File: src/rtl/xbin_pkg.sv
`default_nettype none

package xbin_pkg;

    // Result kinds.
    localparam logic [1:0] KIND_CELL    = 2'd0;
    localparam logic [1:0] KIND_PALETTE = 2'd1;
    localparam logic [1:0] KIND_BADSIG  = 2'd2;

    // Run types held in bits 7-6 of a run byte.
    localparam logic [1:0] RUN_PAIRS      = 2'd0;
    localparam logic [1:0] RUN_CHAR_ATTRS = 2'd1;
    localparam logic [1:0] RUN_ATTR_CHARS = 2'd2;
    localparam logic [1:0] RUN_REPEAT     = 2'd3;

    // Five-byte file signature, "XBIN" followed by 0x1A; entry 0 comes first.
    localparam logic [4:0][7:0] SIGNATURE = {8'h1A, 8'h4E, 8'h49, 8'h42, 8'h58};

    // One result item as it leaves the output register.
    typedef struct packed {
        logic [1:0]  kind;
        logic [15:0] cell_column;
        logic [15:0] cell_row;
        logic [7:0]  glyph_code;
        logic [3:0]  fore_index;
        logic [3:0]  back_index;
        logic [3:0]  color_slot;
        logic [7:0]  red_level;
        logic [7:0]  green_level;
        logic [7:0]  blue_level;
        logic        run_end;
    } result_t;

    // Controller to datapath.
    typedef struct packed {
        logic take;   // an input byte transfers this cycle
        logic step;   // emit one cell of a repeated run
        logic load;   // capture a result into the output register
    } cmd_t;

    // Datapath to controller.
    typedef struct packed {
        logic has_result;     // the current byte produces one result
        logic starts_expand;  // the current byte opens a repeated run
        logic step_last;      // the current repeated cell is the last one
    } stat_t;

endpackage

`default_nettype wire

File: src/rtl/xbin_byte_if.sv
`default_nettype none

interface xbin_byte_if;
    logic       valid;
    logic       ready;
    logic [7:0] data_byte;
    logic       final_byte;

    modport source (output valid, output data_byte, output final_byte, input ready);
    modport sink (input valid, input data_byte, input final_byte, output ready);
endinterface

`default_nettype wire

File: src/rtl/xbin_result_if.sv
`default_nettype none

interface xbin_result_if;
    logic        valid;
    logic        ready;
    logic [1:0]  kind;
    logic [15:0] cell_column;
    logic [15:0] cell_row;
    logic [7:0]  glyph_code;
    logic [3:0]  fore_index;
    logic [3:0]  back_index;
    logic [3:0]  color_slot;
    logic [7:0]  red_level;
    logic [7:0]  green_level;
    logic [7:0]  blue_level;
    logic        run_end;

    modport source (
        output valid, input ready,
        output kind, output cell_column, output cell_row, output glyph_code,
        output fore_index, output back_index, output color_slot,
        output red_level, output green_level, output blue_level, output run_end
    );
    modport sink (
        input valid, output ready,
        input kind, input cell_column, input cell_row, input glyph_code,
        input fore_index, input back_index, input color_slot,
        input red_level, input green_level, input blue_level, input run_end
    );
endinterface

`default_nettype wire

File: src/rtl/xbin_datapath.sv
`default_nettype none

module xbin_datapath (
    input  wire logic            clk,
    input  wire logic            rst_n,
    input  wire xbin_pkg::cmd_t  cmd,
    input  wire logic [7:0]      data_byte,
    input  wire logic            final_byte,
    output xbin_pkg::stat_t      stat,
    output xbin_pkg::result_t    result
);

    localparam logic [2:0] PH_HEADER  = 3'd0;
    localparam logic [2:0] PH_PALETTE = 3'd1;
    localparam logic [2:0] PH_FONT    = 3'd2;
    localparam logic [2:0] PH_CELLS   = 3'd3;
    localparam logic [2:0] PH_DONE    = 3'd4;
    localparam logic [2:0] PH_BAD     = 3'd5;

    // Widen a 6-bit palette channel to 8 bits.
    function automatic logic [7:0] widen(input logic [7:0] v);
        widen = {v[5:0], 2'b00} | {4'b0000, v[7:4]};
    endfunction

    logic [2:0]  phase_reg, phase_next;
    logic [16:0] byte_count_reg, byte_count_next;
    logic [1:0]  pal_chan_reg, pal_chan_next;
    logic [3:0]  pal_slot_reg, pal_slot_next;
    logic [15:0] width_reg, width_next;
    logic [15:0] height_reg, height_next;
    logic [7:0]  glyph_height_reg, glyph_height_next;
    logic [7:0]  flags_reg, flags_next;
    logic [7:0]  held_red_reg, held_red_next;
    logic [7:0]  held_green_reg, held_green_next;
    logic [15:0] column_reg, column_next;
    logic [15:0] row_reg, row_next;
    logic [1:0]  run_type_reg, run_type_next;
    logic [6:0]  run_left_reg, run_left_next;
    logic [7:0]  held_char_reg, held_char_next;
    logic [7:0]  held_attr_reg, held_attr_next;
    logic        have_char_reg, have_char_next;
    logic        have_attr_reg, have_attr_next;
    logic        final_hold_reg, final_hold_next;
    xbin_pkg::result_t result_reg, result_next;

    logic [16:0] font_len;
    logic [16:0] count_inc;
    logic        cell_emit;
    logic [7:0]  cell_char;
    logic [7:0]  cell_attr;
    logic [15:0] column_inc;
    logic [15:0] row_inc;
    logic        row_wrap;
    logic        height_hit;
    logic        step_last;
    logic        go_font;
    logic        clear_all;

    assign font_len  = flags_reg[4] ? {glyph_height_reg, 9'b0} : {1'b0, glyph_height_reg, 8'b0};
    assign count_inc = byte_count_reg + 17'd1;

    // Cell position advance, shared by both emit paths.
    assign column_inc = column_reg + 16'd1;
    assign row_inc    = row_reg + 16'd1;
    assign row_wrap   = (column_inc == width_reg);
    assign height_hit = row_wrap && (row_inc == height_reg);

    assign step_last = (run_left_reg == 7'd1) || height_hit;

    // Next state for a transferred byte or a repeated cell.
    always_comb
    begin
        phase_next        = phase_reg;
        byte_count_next   = byte_count_reg;
        pal_chan_next     = pal_chan_reg;
        pal_slot_next     = pal_slot_reg;
        width_next        = width_reg;
        height_next       = height_reg;
        glyph_height_next = glyph_height_reg;
        flags_next        = flags_reg;
        held_red_next     = held_red_reg;
        held_green_next   = held_green_reg;
        column_next       = column_reg;
        row_next          = row_reg;
        run_type_next     = run_type_reg;
        run_left_next     = run_left_reg;
        held_char_next    = held_char_reg;
        held_attr_next    = held_attr_reg;
        have_char_next    = have_char_reg;
        have_attr_next    = have_attr_reg;
        final_hold_next   = final_hold_reg;
        result_next         = '0;
        result_next.run_end = 1'b1;
        stat.has_result    = 1'b0;
        stat.starts_expand = 1'b0;
        stat.step_last     = step_last;
        cell_emit = 1'b0;
        cell_char = held_char_reg;
        cell_attr = held_attr_reg;
        go_font   = 1'b0;
        clear_all = 1'b0;

        if (cmd.step)
        begin
            cell_emit     = 1'b1;
            run_left_next = run_left_reg - 7'd1;
            result_next.run_end = step_last;
            clear_all     = step_last && final_hold_reg;
        end
        else if (cmd.take)
        begin
            case (phase_reg)
                PH_HEADER:
                begin
                    if (byte_count_reg < 17'd5)
                    begin
                        if (data_byte != xbin_pkg::SIGNATURE[byte_count_reg[2:0]])
                        begin
                            stat.has_result  = 1'b1;
                            result_next.kind = xbin_pkg::KIND_BADSIG;
                            phase_next       = PH_BAD;
                        end
                        else
                        begin
                            byte_count_next = count_inc;
                        end
                    end
                    else if (byte_count_reg < 17'd10)
                    begin
                        case (byte_count_reg[3:0])
                            4'd5:    width_next[7:0]   = data_byte;
                            4'd6:    width_next[15:8]  = data_byte;
                            4'd7:    height_next[7:0]  = data_byte;
                            4'd8:    height_next[15:8] = data_byte;
                            default: glyph_height_next = data_byte;
                        endcase
                        byte_count_next = count_inc;
                    end
                    else
                    begin
                        flags_next      = data_byte;
                        byte_count_next = '0;
                        pal_chan_next   = '0;
                        pal_slot_next   = '0;
                        if (data_byte[0])
                            phase_next = PH_PALETTE;
                        else
                            go_font = data_byte[1] && (glyph_height_reg != 8'd0);
                        if (!data_byte[0] && !go_font)
                        begin
                            run_left_next  = '0;
                            have_char_next = 1'b0;
                            have_attr_next = 1'b0;
                            column_next    = '0;
                            row_next       = '0;
                            phase_next     = (height_reg == 16'd0) ? PH_DONE : PH_CELLS;
                        end
                        else if (go_font)
                        begin
                            phase_next = PH_FONT;
                        end
                    end
                end

                PH_PALETTE:
                begin
                    case (pal_chan_reg)
                        2'd0:    held_red_next   = data_byte;
                        2'd1:    held_green_next = data_byte;
                        default:
                        begin
                            stat.has_result         = 1'b1;
                            result_next.kind        = xbin_pkg::KIND_PALETTE;
                            result_next.color_slot  = pal_slot_reg;
                            result_next.red_level   = widen(held_red_reg);
                            result_next.green_level = widen(held_green_reg);
                            result_next.blue_level  = widen(data_byte);
                        end
                    endcase
                    pal_chan_next = (pal_chan_reg == 2'd2) ? 2'd0 : pal_chan_reg + 2'd1;
                    if (pal_chan_reg == 2'd2)
                        pal_slot_next = pal_slot_reg + 4'd1;
                    if (pal_chan_reg == 2'd2 && pal_slot_reg == 4'd15)
                    begin
                        byte_count_next = '0;
                        if (flags_reg[1] && glyph_height_reg != 8'd0)
                        begin
                            phase_next = PH_FONT;
                        end
                        else
                        begin
                            run_left_next  = '0;
                            have_char_next = 1'b0;
                            have_attr_next = 1'b0;
                            column_next    = '0;
                            row_next       = '0;
                            phase_next     = (height_reg == 16'd0) ? PH_DONE : PH_CELLS;
                        end
                    end
                end

                PH_FONT:
                begin
                    byte_count_next = count_inc;
                    if (count_inc >= font_len)
                    begin
                        byte_count_next = '0;
                        run_left_next   = '0;
                        have_char_next  = 1'b0;
                        have_attr_next  = 1'b0;
                        column_next     = '0;
                        row_next        = '0;
                        phase_next      = (height_reg == 16'd0) ? PH_DONE : PH_CELLS;
                    end
                end

                PH_CELLS:
                begin
                    if (!flags_reg[2])
                    begin
                        // Raw character and attribute pairs.
                        if (!have_char_reg)
                        begin
                            held_char_next = data_byte;
                            have_char_next = 1'b1;
                        end
                        else
                        begin
                            held_attr_next = data_byte;
                            have_char_next = 1'b0;
                            cell_emit      = 1'b1;
                            cell_attr      = data_byte;
                        end
                    end
                    else if (run_left_reg == 7'd0)
                    begin
                        // Run header byte.
                        run_type_next  = data_byte[7:6];
                        run_left_next  = {1'b0, data_byte[5:0]} + 7'd1;
                        have_char_next = 1'b0;
                        have_attr_next = 1'b0;
                    end
                    else
                    begin
                        case (run_type_reg)
                            xbin_pkg::RUN_PAIRS:
                            begin
                                if (!have_char_reg)
                                begin
                                    held_char_next = data_byte;
                                    have_char_next = 1'b1;
                                end
                                else
                                begin
                                    cell_emit      = 1'b1;
                                    cell_attr      = data_byte;
                                    have_char_next = 1'b0;
                                    run_left_next  = run_left_reg - 7'd1;
                                end
                            end
                            xbin_pkg::RUN_CHAR_ATTRS:
                            begin
                                if (!have_char_reg)
                                begin
                                    held_char_next = data_byte;
                                    have_char_next = 1'b1;
                                end
                                else
                                begin
                                    held_attr_next = data_byte;
                                    cell_emit      = 1'b1;
                                    cell_attr      = data_byte;
                                    run_left_next  = run_left_reg - 7'd1;
                                end
                            end
                            xbin_pkg::RUN_ATTR_CHARS:
                            begin
                                if (!have_attr_reg)
                                begin
                                    held_attr_next = data_byte;
                                    have_attr_next = 1'b1;
                                end
                                else
                                begin
                                    held_char_next = data_byte;
                                    cell_emit      = 1'b1;
                                    cell_char      = data_byte;
                                    run_left_next  = run_left_reg - 7'd1;
                                end
                            end
                            default:
                            begin
                                // Repeated cell: the attribute byte opens the expansion.
                                if (!have_char_reg)
                                begin
                                    held_char_next = data_byte;
                                    have_char_next = 1'b1;
                                end
                                else
                                begin
                                    held_attr_next     = data_byte;
                                    have_attr_next     = 1'b1;
                                    stat.starts_expand = 1'b1;
                                    final_hold_next    = final_byte;
                                end
                            end
                        endcase
                    end
                end

                default:
                begin
                end
            endcase

            clear_all = final_byte && !stat.starts_expand;
        end

        // Cell result and position advance.
        if (cell_emit)
        begin
            stat.has_result         = 1'b1;
            result_next.kind        = xbin_pkg::KIND_CELL;
            result_next.cell_column = column_reg;
            result_next.cell_row    = row_reg;
            result_next.glyph_code  = cell_char;
            result_next.fore_index  = cell_attr[3:0];
            result_next.back_index  = cell_attr[7:4];
            column_next             = row_wrap ? 16'd0 : column_inc;
            if (row_wrap)
                row_next = row_inc;
            if (height_hit)
                phase_next = PH_DONE;
        end

        // End of file returns everything to the header state.
        if (clear_all)
        begin
            phase_next        = PH_HEADER;
            byte_count_next   = '0;
            pal_chan_next     = '0;
            pal_slot_next     = '0;
            width_next        = '0;
            height_next       = '0;
            glyph_height_next = '0;
            flags_next        = '0;
            held_red_next     = '0;
            held_green_next   = '0;
            column_next       = '0;
            row_next          = '0;
            run_type_next     = '0;
            run_left_next     = '0;
            held_char_next    = '0;
            held_attr_next    = '0;
            have_char_next    = 1'b0;
            have_attr_next    = 1'b0;
            final_hold_next   = 1'b0;
        end
    end

    // Parser state.
    always_ff @(posedge clk or negedge rst_n)
    begin
        if (!rst_n)
        begin
            phase_reg        <= PH_HEADER;
            byte_count_reg   <= '0;
            pal_chan_reg     <= '0;
            pal_slot_reg     <= '0;
            width_reg        <= '0;
            height_reg       <= '0;
            glyph_height_reg <= '0;
            flags_reg        <= '0;
            held_red_reg     <= '0;
            held_green_reg   <= '0;
            column_reg       <= '0;
            row_reg          <= '0;
            run_type_reg     <= '0;
            run_left_reg     <= '0;
            held_char_reg    <= '0;
            held_attr_reg    <= '0;
            have_char_reg    <= 1'b0;
            have_attr_reg    <= 1'b0;
            final_hold_reg   <= 1'b0;
        end
        else if (cmd.take || cmd.step)
        begin
            phase_reg        <= phase_next;
            byte_count_reg   <= byte_count_next;
            pal_chan_reg     <= pal_chan_next;
            pal_slot_reg     <= pal_slot_next;
            width_reg        <= width_next;
            height_reg       <= height_next;
            glyph_height_reg <= glyph_height_next;
            flags_reg        <= flags_next;
            held_red_reg     <= held_red_next;
            held_green_reg   <= held_green_next;
            column_reg       <= column_next;
            row_reg          <= row_next;
            run_type_reg     <= run_type_next;
            run_left_reg     <= run_left_next;
            held_char_reg    <= held_char_next;
            held_attr_reg    <= held_attr_next;
            have_char_reg    <= have_char_next;
            have_attr_reg    <= have_attr_next;
            final_hold_reg   <= final_hold_next;
        end
    end

    // Output payload register.
    always_ff @(posedge clk)
    begin
        if (cmd.load)
            result_reg <= result_next;
    end

    assign result = result_reg;

endmodule

`default_nettype wire

File: src/rtl/xbin_control.sv
`default_nettype none

module xbin_control (
    input  wire logic            clk,
    input  wire logic            rst_n,
    input  wire logic            in_valid,
    output logic                 in_ready,
    output logic                 out_valid,
    input  wire logic            out_ready,
    input  wire xbin_pkg::stat_t stat,
    output xbin_pkg::cmd_t       cmd
);

    localparam logic ST_BYTE   = 1'b0;
    localparam logic ST_EXPAND = 1'b1;

    logic state_reg, state_next;
    logic out_valid_reg, out_valid_next;
    logic out_free;

    // The output register can take a result when empty or being drained.
    assign out_free = !out_valid_reg || out_ready;
    assign in_ready = (state_reg == ST_BYTE) && out_free;

    assign cmd.take = in_valid && in_ready;
    assign cmd.step = (state_reg == ST_EXPAND) && out_free;
    assign cmd.load = (cmd.take && stat.has_result) || cmd.step;

    // Sequencing between byte intake and run expansion.
    always_comb
    begin
        state_next = state_reg;
        case (state_reg)
            ST_BYTE:
            begin
                if (cmd.take && stat.starts_expand)
                    state_next = ST_EXPAND;
            end
            ST_EXPAND:
            begin
                if (cmd.step && stat.step_last)
                    state_next = ST_BYTE;
            end
            default:
            begin
                state_next = ST_BYTE;
            end
        endcase
    end

    // Output valid flag.
    always_comb
    begin
        if (cmd.load)
            out_valid_next = 1'b1;
        else if (out_ready)
            out_valid_next = 1'b0;
        else
            out_valid_next = out_valid_reg;
    end

    always_ff @(posedge clk or negedge rst_n)
    begin
        if (!rst_n)
        begin
            state_reg     <= ST_BYTE;
            out_valid_reg <= 1'b0;
        end
        else
        begin
            state_reg     <= state_next;
            out_valid_reg <= out_valid_next;
        end
    end

    assign out_valid = out_valid_reg;

endmodule

`default_nettype wire

File: src/rtl/xbin_stream_decoder.sv
`default_nettype none

// Channel      Role    Payload
// file_bytes   sink    data_byte, final_byte
// results      source  kind, cell_column, cell_row, glyph_code, fore_index,
//                      back_index, color_slot, red/green/blue_level, run_end
//
// One byte transfers per cycle while the output register is free; each byte
// gives at most one result, except the attribute byte of a repeated run,
// which emits its 1 to 64 cells at one per cycle while the output is free,
// holding input off. The output register is the only buffer: while a result
// waits there, the next byte is held off until the receiver takes it.
// Reset (rst_n, asynchronous, active low) returns the parser to the header.

module xbin_stream_decoder (
    input  wire logic   clk,
    input  wire logic   rst_n,
    xbin_byte_if.sink   file_bytes,
    xbin_result_if.source results
);

    xbin_pkg::cmd_t    cmd;
    xbin_pkg::stat_t   stat;
    xbin_pkg::result_t result;

    xbin_control u_control (
        .clk       (clk),
        .rst_n     (rst_n),
        .in_valid  (file_bytes.valid),
        .in_ready  (file_bytes.ready),
        .out_valid (results.valid),
        .out_ready (results.ready),
        .stat      (stat),
        .cmd       (cmd)
    );

    xbin_datapath u_datapath (
        .clk        (clk),
        .rst_n      (rst_n),
        .cmd        (cmd),
        .data_byte  (file_bytes.data_byte),
        .final_byte (file_bytes.final_byte),
        .stat       (stat),
        .result     (result)
    );

    // Result fields onto the output channel.
    assign results.kind        = result.kind;
    assign results.cell_column = result.cell_column;
    assign results.cell_row    = result.cell_row;
    assign results.glyph_code  = result.glyph_code;
    assign results.fore_index  = result.fore_index;
    assign results.back_index  = result.back_index;
    assign results.color_slot  = result.color_slot;
    assign results.red_level   = result.red_level;
    assign results.green_level = result.green_level;
    assign results.blue_level  = result.blue_level;
    assign results.run_end     = result.run_end;

endmodule

`default_nettype wire

File: src/flat_wrapper.sv
// flat-port wrapper written by rule: the top's interface ports become plain ports
module xbin_stream_decoder_flat 
  (clk, rst_n, file_bytes_valid, file_bytes_data_byte, file_bytes_final_byte, file_bytes_ready, results_valid, results_ready, results_kind, results_cell_column, results_cell_row, results_glyph_code, results_fore_index, results_back_index, results_color_slot, results_red_level, results_green_level, results_blue_level, results_run_end);
  xbin_byte_if file_bytes_i ();
  xbin_result_if results_i ();
  input  wire logic clk;
  input  wire logic rst_n;
  input wire logic [$bits(file_bytes_i.valid)-1:0] file_bytes_valid;
  input wire logic [$bits(file_bytes_i.data_byte)-1:0] file_bytes_data_byte;
  input wire logic [$bits(file_bytes_i.final_byte)-1:0] file_bytes_final_byte;
  output wire logic [$bits(file_bytes_i.ready)-1:0] file_bytes_ready;
  output wire logic [$bits(results_i.valid)-1:0] results_valid;
  input wire logic [$bits(results_i.ready)-1:0] results_ready;
  output wire logic [$bits(results_i.kind)-1:0] results_kind;
  output wire logic [$bits(results_i.cell_column)-1:0] results_cell_column;
  output wire logic [$bits(results_i.cell_row)-1:0] results_cell_row;
  output wire logic [$bits(results_i.glyph_code)-1:0] results_glyph_code;
  output wire logic [$bits(results_i.fore_index)-1:0] results_fore_index;
  output wire logic [$bits(results_i.back_index)-1:0] results_back_index;
  output wire logic [$bits(results_i.color_slot)-1:0] results_color_slot;
  output wire logic [$bits(results_i.red_level)-1:0] results_red_level;
  output wire logic [$bits(results_i.green_level)-1:0] results_green_level;
  output wire logic [$bits(results_i.blue_level)-1:0] results_blue_level;
  output wire logic [$bits(results_i.run_end)-1:0] results_run_end;
  assign file_bytes_i.valid = file_bytes_valid;
  assign file_bytes_i.data_byte = file_bytes_data_byte;
  assign file_bytes_i.final_byte = file_bytes_final_byte;
  assign file_bytes_ready = file_bytes_i.ready;
  assign results_valid = results_i.valid;
  assign results_i.ready = results_ready;
  assign results_kind = results_i.kind;
  assign results_cell_column = results_i.cell_column;
  assign results_cell_row = results_i.cell_row;
  assign results_glyph_code = results_i.glyph_code;
  assign results_fore_index = results_i.fore_index;
  assign results_back_index = results_i.back_index;
  assign results_color_slot = results_i.color_slot;
  assign results_red_level = results_i.red_level;
  assign results_green_level = results_i.green_level;
  assign results_blue_level = results_i.blue_level;
  assign results_run_end = results_i.run_end;
  xbin_stream_decoder u_core (.clk(clk), .rst_n(rst_n), .file_bytes(file_bytes_i), .results(results_i));
endmodule
File: config.mk
export PLATFORM = sky130hd
export DESIGN_NAME = xbin_stream_decoder_flat
export DESIGN_NICKNAME = d
export VERILOG_FILES = /design/src/rtl/xbin_pkg.sv /design/src/rtl/xbin_byte_if.sv /design/src/rtl/xbin_result_if.sv /design/src/rtl/xbin_datapath.sv /design/src/rtl/xbin_control.sv /design/src/rtl/xbin_stream_decoder.sv /design/src/flat_wrapper.sv
export SDC_FILE = /design/constraint.sdc
export NUM_CORES = 1
export LEC_CHECK = 0
export ABC_AREA = 1
export BUFFER_PORTS_ARGS = -buffer_cell sky130_fd_sc_hd__buf_2
export CAP_MARGIN = 20
export CORE_UTILIZATION = 55
export CTS_CLUSTER_SIZE = 20
export DETAILED_ROUTE_END_ITERATION = 10
export GPL_ROUTABILITY_DRIVEN = 0
export GPL_TIMING_DRIVEN = 0
export PLACE_DENSITY = 0.74
export SLEW_MARGIN = 20
export SYNTH_ARGS = -nofsm -noshare
export SYNTH_HDL_FRONTEND = slang
export SYNTH_SLANG_ARGS = --single-unit
File: constraint.sdc
create_clock -name clk -period 4.9 [get_ports clk]
set_input_delay 0.49 -clock clk [delete_from_list [all_inputs] [get_ports clk]]
set_output_delay 0.49 -clock clk [all_outputs]
set_load 0.01 [all_outputs]
==> results of run 1 <==
layer usage:
metal  global-route usage, %  wire length, um  vias up  share of wire [%]
met3                   4.312             2910      109                8.7
li1                        -                -     5717                  -
met4                   11.62             1436        0                4.3
met1                   40.01            14380     5488                 43
met5                       0                0        -                  0
met2                   44.26            14590      541                 44
worst max-delay path: cells and delay by family (launching register included):
kind | cells | cell delay (ns)
AOI/OAI and AO/OA | 4 | 0.55
DFF | 1 | 0.46
xor gates and xnor gates | 1 | 0.26
buffers and inverters | 4 | 0.66
adders and majority gates | 2 | 0.54
and+or+nand+nor | 9 | 1.79
timing repair:
action,4_1_cts,5_1_grt
setup buffers,0,0
hold buffers,1,0
endpoints found under the hold margin,60,0
synth_stat cells, types with 11 or more instances:
cell and instances:
a211oi_1 24, a21oi_1 46, buf_2 16, clkbuf_1 22, dfrtp_1 147, edfxtp_1 73, ha_1 22, inv_1 212
nand2_1 457, nand2_2 11, nand3_1 123, nand4_1 39, nor2_1 192, nor3_1 15, o21ai_0 126, o21ai_1 26
xor2_1 21
how the worst min path moves through the flow:
stage | startpoint | to | slack, ns | depth (start not counted)
after floorplan | rst_n | u_core.u_control.out_valid | 0.19 | 0
after global placement | u_core.u_datapath.run_left_reg[1] | u_core.u_datapath.run_left_reg[1] | 0.45 | 2
after detailed placement | rst_n | u_core.u_datapath.row_reg[14] | 0.47 | 1
after CTS | file_bytes_final_byte | u_core.u_datapath.final_hold_reg | 0.33 | 3
after global routing | file_bytes_final_byte | u_core.u_datapath.final_hold_reg | 0.37 | 3
final | file_bytes_final_byte | u_core.u_datapath.final_hold_reg | 0.34 | 3
cells by family (layout without fill, tap and decap cells):
logic type	count (synthesis)	after routing	share of synthesized area, %
buf+inv	273	414	8.748
simple gates	875	875	29.57
fa+ha+maj	22	22	2.170
compound gates	253	253	11.38
xor+xnor	24	24	1.766
flops	220	220	46.28
mux	1	1	0.08876
per-stage QoR:
stage	std cells	TNS [ns]	util [%]
CTS	2094	0	63.70
global placement	2045	-55.95	59.64
finish	2094	0	63.74
detailed placement	2047	0	59.93
global route	2094	0	63.74
floorplan	1668	0	-
power groups by stage:
stage          Clock (uW)  Sequential, uW  Combinational (uW)
3_3_place_gp            0            3100                3390
2_1_floorplan           0            3180                2300
3_5_place_dp            0            3070                3510
5_1_grt              1990            3120                3990
6_report             1900            3050                3580
4_1_cts              1920            3040                3540
cell type report:
type,count,share of cell area (%)
Timing Repair Buffer,95,3.659
Tap cell,285,2.471
Buffer,50,1.856
Multi-Input combinational cell,1175,39.64
Clock buffer,31,4.994
Clock inverter,15,0.8584
Sequential cell,220,40.68
Inverter,223,5.835
==> run_results.csv, run 1 <==
group,metric,value,unit
setup_path,ff2ff_path_depth,20,
logic_synthesis,syn_area_per_cell,7.605,um^2
logic_synthesis,synth_area_leaders,"dfrtp_1 29%, edfxtp_1 17%, nand2_1 14%",
floorplanning,start_util,56.03,%
placement,placedInstanceArea,13570,um^2
setup_path,slowest_delay,0.55,ns
timing,finalHoldViolations,0,
floorplanning,rows,55,
setup_path,timing.rr.end,"u_core.u_datapath.row_reg[7]",
logic_synthesis,syn_nets,1703,
setup_path,startpoint_type,"flop",
setup_path,worstSetupStartpoint,"u_core.u_datapath.byte_count_reg[0]",
grt,antenna_found_initial,0,
power_and_ir_drop,clkPwrFrac,22.3,%
final_layout,area_delta_synth_final,13.75,%
power_and_ir_drop,p_sw_share,42.44,%
final_layout,fin_area,14430,um^2
placement,io_buffer_count,92,
logic_synthesis,post-synth-top-area-cell,"dfrtp_1",
routing,via_per_inst,5.661,
logic_synthesis,ys_warn_count,0,
routing,vias,11860,
timing,post-route-period-util,88.71,%
timing,fmax,230.1,MHz
routing,drt_first_pass_iters,7,
final_layout,layout_commonest_cell,"nand2_1",
hold_path,hold_path.class,"input port to flop",
job,maxCapViolCount,0,
setup_path,path_class,"flop to flop",
grt,grt_overflow,0,
timing,fin_crit,4.347,ns
clock_network,cts_buffers,25,
grt,grt_max_degree,88,
logic_synthesis,synth_edf_count,73,
power_and_ir_drop,p_sw,3617,uW
final_layout,antennaDiodeCount,0,
placement,dp_slack,0.6595,ns
clock_network,root_buffer,"clkbuf_16",
setup_path,crit_path_end_kind,"flop",
setup_path,r2r_slack,0.55,ns
final_layout,most-common-layout-cells,"456 x nand2_1, 212 x inv_1, 192 x nor2_1",
logic_synthesis,synthCells,1668,
routing,wl,33310,um
run_status,status,"complete, no violations",
logic_synthesis,synth_cell_type_count,52,
grt,grt_pass1_vias,10790,
final_layout,largest_reg_flops,73,
power_and_ir_drop,leakage,0.006686,uW
floorplanning,dieArea,23680,um^2
floorplanning,die_y,153.9,um
timing,skew,0.01468,ns
clock_network,h-tree-depth,1,
logic_synthesis,syn_area,12690,um^2
timing,post-route-worst-setup-slack,0.5532,ns
timing,holdWs,0.3395,ns
power_and_ir_drop,power,8522,uW
power_and_ir_drop,power_density,590.6,nW/um^2
floorplanning,die_x,153.9,um
power_and_ir_drop,power_frac_comb,42.0,%
timing,rsz0062_at_grt,"no",
logic_synthesis,yosys.area.top_type_share,29.00,%
clock_network,insertion_delay,0.55,ns
power_and_ir_drop,p_seq_share,35.8,%
final_layout,multi_input_area,5720,um^2
setup_path,endpoint,"u_core.u_datapath.row_reg[7]",
clock_network,cts-resized-gates,0,
power_and_ir_drop,p_int,4906,uW
setup_path,cp.arrival,4.81,ns
routing,drt-wirelength-per-cell,15.91,um
routing,drtIter0Drc,1116,
power_and_ir_drop,vdd_ir_drop_max,0.0003430,V
clock_network,clock_path_buffers,3,
routing,drc_errors,0,
placement,dp_hpwl,24420,um
routing,postRouteAntennaNets,0,
logic_synthesis,ys_ff_latch,220,
setup_path,required,5.36,ns
clock_network,clkTransAtPathRegs,0.07,ns
logic_synthesis,ys_seq_area_share,46.28,%
setup_path,rr_startpoint,"u_core.u_datapath.byte_count_reg[0]",
setup_path,crit_slowest_cell,"nor4_1",
timing,report.final.slew_viol_count,0,
floorplanning,core,22640,um^2
final_layout,nNetsFinal,1825,
timing,setup_viol,0,
logic_synthesis,async_flop_share,66.82,%
clock_network,clock_sinks,220,
timing,timing.slew.headroom,51.55,%
final_layout,layout-drive-gt1-share,11.94,%
timing,tightestPinTransition,0.7201,ns
grt,grtUsageTotal,28.46,%
setup_path,crit_chain,"ha_1 > inv_1 > nor2_1 > nand3_1 > nor4_1 > nand3_1 > xor2_1 > inv_1 > ha_1 > a21oi_1 > o21a_1 > o221ai_1 > nor2_1 > nand3_1 > nand2_1 > nand2_1 > inv_2 > clkbuf_1 > nand2_1 > a21oi_1",
final_layout,fillerInstances,1990,
floorplanning,ios,94,
logic_synthesis,synth_flop_cell,"dfrtp_1",
clock_network,cts_tree,"yes",
final_layout,regArea,5871,um^2
grt,grt_pass1_wl,53830,um
setup_path,cp_max_fo,10,
(Power assumes the default switching activity.)
==> inputs of run 2 (changes only) <==
- BUFFER_PORTS_ARGS: -buffer_cell sky130_fd_sc_hd__buf_2 -> -buffer_cell sky130_fd_sc_hd__buf_4
==> run 2 against run 1 <==
Fmax shrank 0.13%. Critical endpoint is now u_core.u_datapath.run_left_reg[2]. Largest power group unchanged. Global-route usage is 0.65 points higher. Sequential power is essentially flat. Core utilization rose by 1.3 points.
==> run_results.csv, run 2 (same netlist as run 1, synthesis figures left out) <==
group,metric,value,unit
run_status,status,"complete, no violations",
routing,postRouteAntennaNets,0,
placement,placedInstanceArea,13800,um^2
final_layout,nNetsFinal,1825,
clock_network,insertion_delay,0.55,ns
clock_network,clkTransAtPathRegs,0.07,ns
clock_network,h-tree-depth,1,
grt,antenna_found_initial,0,
power_and_ir_drop,power_density,601.7,nW/um^2
grt,grt_util_met2,45.80,%
timing,fin_crit,4.353,ns
setup_path,startpoint_type,"flop",
grt,grtUsageTotal,29.12,%
grt,met3_usage,5.327,%
grt,grt_use_met1,40.04,%
setup_path,worstSetupStartpoint,"u_core.u_datapath.byte_count_reg[0]",
hold_path,worstHoldStart,"file_bytes_final_byte",
grt,grt_pass1_vias,11080,
setup_path,cp_max_fo,8,
final_layout,layout-drive-gt1-share,11.77,%
routing,drc_errors,0,
final_layout,antennaDiodeCount,0,
floorplanning,die_y,153.9,um
timing,skew,0.01999,ns
hold_path,hold_path.class,"input port to flop",
final_layout,area_delta_synth_final,16.03,%
routing,via_per_inst,5.646,
routing,vias,11820,
floorplanning,ios,94,
clock_network,cts_buffers,25,
setup_path,crit_path_end_kind,"flop",
placement,dp_hpwl,24970,um
final_layout,multi_input_area,5720,um^2
power_and_ir_drop,vdd_ir_drop_max,0.0004175,V
floorplanning,core,22640,um^2
timing,setup_viol,0,
clock_network,clock_sinks,220,
routing,wl,34020,um
setup_path,rr_startpoint,"u_core.u_datapath.byte_count_reg[0]",
grt,grt_pass1_wl,55270,um
floorplanning,dieArea,23680,um^2
placement,dp_slack,0.6554,ns
routing,drtIter0Drc,1217,
setup_path,cp.arrival,4.78,ns
final_layout,fillerInstances,1957,
clock_network,clock_path_buffers,3,
job,maxCapViolCount,0,
timing,post-route-worst-setup-slack,0.5475,ns
timing,post-route-period-util,88.83,%
final_layout,post-route-util,65.01,%
floorplanning,rows,55,
clock_network,cts_tree,"yes",
final_layout,layout_commonest_cell,"nand2_1",
final_layout,regArea,5871,um^2
timing,timing.slew.headroom,48.24,%
timing,rsz0062_at_grt,"no",
timing,report.final.slew_viol_count,0,
grt,top_usage_layer,"met2",
routing,drt_first_pass_iters,6,
power_and_ir_drop,leakage,0.006782,uW
floorplanning,start_util,56.03,%
final_layout,stdcell_count,2094,
final_layout,largest_reg_flops,73,
timing,tightestPinTransition,0.7693,ns
timing,fmax,229.8,MHz
power_and_ir_drop,power,8857,uW
setup_path,path_class,"flop to flop",
clock_network,root_buffer,"clkbuf_16",
clock_network,cts-resized-gates,0,
routing,drt-wirelength-per-cell,16.25,um
placement,place_inst,2047,
grt,grt_max_degree,87,
placement,io_buffer_count,92,
final_layout,fin_area,14720,um^2
setup_path,required,5.32,ns
grt,grt_overflow,0,
timing,finalHoldViolations,0,
floorplanning,die_x,153.9,um
final_layout,most-common-layout-cells,"456 x nand2_1, 212 x inv_1, 192 x nor2_1",
[run 2: changes by cell type in the layout (fill, tap and decap cells not counted)]
cell        before  now
buf_16           1    2
clkbuf_1        23   26
inv_6            4    2
clkinv_2         3    4
clkinv_4         3    4
clkbuf_16       27   28
clkinvlp_4       2    0
buf_2          107   16
bufinv_16        0    3
inv_4            4    2
buf_12           1    0
buf_4            8   99
clkbuf_8         3    0
[run 2: what timing repair did]
action,4_1_cts,5_1_grt
hold buffers,1,0
hold endpoints to repair,61,0
setup buffers,0,0
[run 2: path summary, 6_finish.rpt]
| kind | endpoint | slack [ns] | cells after the start |
|---|---|---|---|
| setup / recovery | u_core.u_datapath.run_left_reg[2] | 0.55 | 20 |
| hold / removal | u_core.u_datapath.final_hold_reg | 0.30 | 3 |
| setup reg to reg | u_core.u_datapath.run_left_reg[2] | 0.55 | 20 |
| hold reg to reg | u_core.u_datapath.held_attr_reg[0] | 0.47 | 2 |
| max in group asynchronous | u_core.u_datapath.run_left_reg[4] | 3.65 | 3 |
| min in group asynchronous | u_core.u_datapath.row_reg[14] | 0.46 | 2 |
[run 2: area by class of cell]
type	count	share of cell area [%]
clock inverter	14	1.241
inverter	223	5.721
buffer	50	1.819
clock buffer	32	4.862
timing repair buffer	95	5.185
multi-input combinational	1175	38.86
tap	285	2.423
sequential	220	39.88
[run 2: per-stage QoR]
stage	hold slack (ns)	TNS, ns
global route	0.3442	0
finish	0.3021	0
global placement	0.4541	-57.94
CTS	0.2840	0
floorplan	0.1944	0
detailed placement	0.4606	0
[run 2: per-layer routing]
metal | vias to the layer above | share of wire (%)
li1 | 5710 | -
met1 | 5491 | 43
met2 | 531 | 45
met3 | 91 | 8.5
met4 | 0 | 3.9
met5 | - | 0
[run 2: worst max-delay path, stage by stage (launching register included)]
cell,delay [ns]
dfrtp_1,0.47
ha_1,0.21
inv_1,0.06
nor2_1,0.16
nand3_1,0.16
nor4_1,0.56
nand4_1,0.20
xor2_1,0.28
inv_1,0.07
ha_1,0.34
nand4_1,0.13
nor4_1,0.24
nor2_1,0.13
nand3_1,0.19
nand3_1,0.10
o211ai_1,0.22
nand3_1,0.11
nand2_1,0.23
nand2_1,0.23
nand2_1,0.10
nand2_1,0.05
[run 2: power breakdown]
group / switching, uW / internal [uW]
sequential: 402 / 2680
clock: 815 / 1210
combinational: 2420 / 1330
total: 3640 / 5220
==> inputs of run 3 (changes only) <==
- PLACE_DENSITY: 0.74 -> 0.77
==> run 3 against run 2 <==
Setup slack better by 0.013 ns. Largest cell class unchanged. Largest power group unchanged. Total power is 0.82% lower. Cell count hardly changed.
==> run_results.csv, run 3 (same netlist as run 1, synthesis figures left out) <==
group,metric,value,unit
floorplanning,core,22640,um^2
grt,grt_overflow,0,
placement,io_buffer_count,92,
floorplanning,die_x,153.9,um
setup_path,startpoint_type,"flop",
clock_network,insertion_delay,0.52,ns
clock_network,clock_path_buffers,3,
power_and_ir_drop,power_density,597.4,nW/um^2
routing,drt-wirelength-per-cell,15.98,um
routing,drc_errors,0,
setup_path,worst-path-buf-inv,3,
clock_network,postCtsSetupRepairBufs,0,
timing,report.final.slew_viol_count,0,
floorplanning,rows,55,
clock_network,cts_tree,"yes",
final_layout,fillerInstances,1921,
placement,place_inst,2047,
setup_path,cpLargestDelayFamily,"simple AND/OR/NAND/NOR gates",
timing,setup_viol,0,
floorplanning,die_y,153.9,um
timing,tightestPinTransition,0.7621,ns
placement,dp_hpwl,24890,um
final_layout,stdcell_count,2093,
run_status,status,"complete, no violations",
clock_network,clock_sinks,220,
timing,setup_tns,0,ns
grt,grt_max_degree,96,
setup_path,crit_top_cell,"nand3_1",
final_layout,regArea,5871,um^2
timing,fmax,230.5,MHz
routing,via_per_inst,5.662,
timing,fin_crit,4.339,ns
grt,antenna_found_initial,0,
routing,drt_first_pass_iters,6,
grt,grtUsageTotal,28.63,%
clock_network,cts_buffers,25,
power_and_ir_drop,vdd_ir_drop_max,0.0003345,V
setup_path,cp_num_cells,18,
grt,grt_pass1_wl,54430,um
routing,postRouteAntennaNets,0,
routing,wl,33440,um
timing,timing.slew.headroom,48.80,%
final_layout,fin_area,14700,um^2
setup_path,required,5.36,ns
placement,placedInstanceArea,13800,um^2
final_layout,most-common-layout-cells,"456 x nand2_1, 212 x inv_1, 192 x nor2_1",
timing,finalHoldViolations,0,
setup_path,path_class,"flop to flop",
grt,grt_pass1_vias,10880,
clock_network,h-tree-depth,1,
timing,post-route-period-util,88.55,%
hold_path,hold_path.class,"input port to flop",
clock_network,clkTransAtPathRegs,0.06,ns
timing,skew,0.01512,ns
setup_path,crit_slowest_cell,"nor4_1",
final_layout,nNetsFinal,1825,
setup_path,crit_path_end_kind,"flop",
hold_path,worstHoldPathCells,3,
setup_path,slowest_delay,0.60,ns
floorplanning,dieArea,23680,um^2
routing,vias,11850,
setup_path,cp_max_fo,10,
setup_path,ff2ff_path_depth,18,
clock_network,root_buffer,"clkbuf_16",
final_layout,multi_input_area,5720,um^2
timing,rsz0062_at_grt,"no",
job,maxCapViolCount,0,
final_layout,largest_reg_flops,73,
setup_path,crit_chain,"ha_1 > inv_1 > nor2_1 > nand3_1 > nor4_1 > nand3_1 > xor2_1 > inv_1 > ha_1 > a21oi_1 > o21a_1 > o221ai_1 > nor2_1 > nand3_1 > o2111ai_2 > buf_2 > nand2_1 > nand2_1",
final_layout,antennaDiodeCount,0,
floorplanning,ios,94,
routing,drtIter0Drc,1334,
final_layout,layout_commonest_cell,"nand2_1",
setup_path,cp.arrival,4.80,ns
final_layout,area_delta_synth_final,15.91,%
floorplanning,start_util,56.03,%
final_layout,layout-drive-gt1-share,11.95,%
power_and_ir_drop,leakage,0.006777,uW
run 3: cell count changes in the layout (fill, tap and decap cells not counted), sizes merged:
cell / change
inv: +1
clkbuf: -1
clkinv: -1
bufinv: -2
clkinvlp: +2
run 3: repair_timing:
item                                   in CTS  in global routing
endpoints found under the hold margin      52                  0
hold buffers                                1                  0
gates resized for setup                     0                  0
run 3: metal layers:
layer	track usage, %	part of all wire (%)	wire length, um
met3	3.495	8.4	2821
met5	0	0	0
met4	10.00	3.1	1040
met1	40.70	43	14470
met2	45.41	45	15100
run 3: tightest hold or removal path: cells and delay by family:
family | cells | cell delay, ns
AND/OR/NAND/NOR | 2 | 0.21
buffers and inverters | 1 | 0.10
run 3: final timing paths:
path | start | end | slack, ns
min | file_bytes_final_byte | u_core.u_datapath.final_hold_reg | 0.35
max | u_core.u_datapath.byte_count_reg[0] | u_core.u_datapath.column_reg[9] | 0.56
max reg2reg | u_core.u_datapath.byte_count_reg[0] | u_core.u_datapath.column_reg[9] | 0.56
max in group asynchronous | rst_n | u_core.u_datapath.held_char_reg[6] | 3.63
min reg2reg | u_core.u_datapath.run_left_reg[1] | u_core.u_datapath.run_left_reg[1] | 0.47
min in group asynchronous | rst_n | u_core.u_datapath.row_reg[14] | 0.47
run 3: cell type report:
cell class | instances | area share, %
Buffer | 50 | 1.821
Clock buffer | 31 | 5.276
Clock inverter | 14 | 0.7828
Inverter | 223 | 5.727
Multi-Input combinational cell | 1175 | 38.90
Sequential cell | 220 | 39.93
Tap cell | 285 | 2.425
Timing Repair Buffer | 95 | 5.140
run 3: where the power goes:
part	internal (uW)	switching (uW)	leakage [uW]
registers	2680	386	0.00265
clock network	1180	779	0.000442
logic	1330	2430	0.00369
total	5190	3600	0.00678
run 3: per-stage QoR:
stage                     utilization [%]  total power, uW  hold slack, ns  setup slack (ns)
after CTS                           64.91             8755          0.3482            0.6072
after global routing                64.95             9378          0.3762           0.05713
after floorplan                         -             5485          0.1944            0.7519
final                               64.95             8785          0.3475            0.5610
after detailed placement            60.93             6777          0.4389            0.6232
after global placement              60.66             6651          0.4549           -0.6579
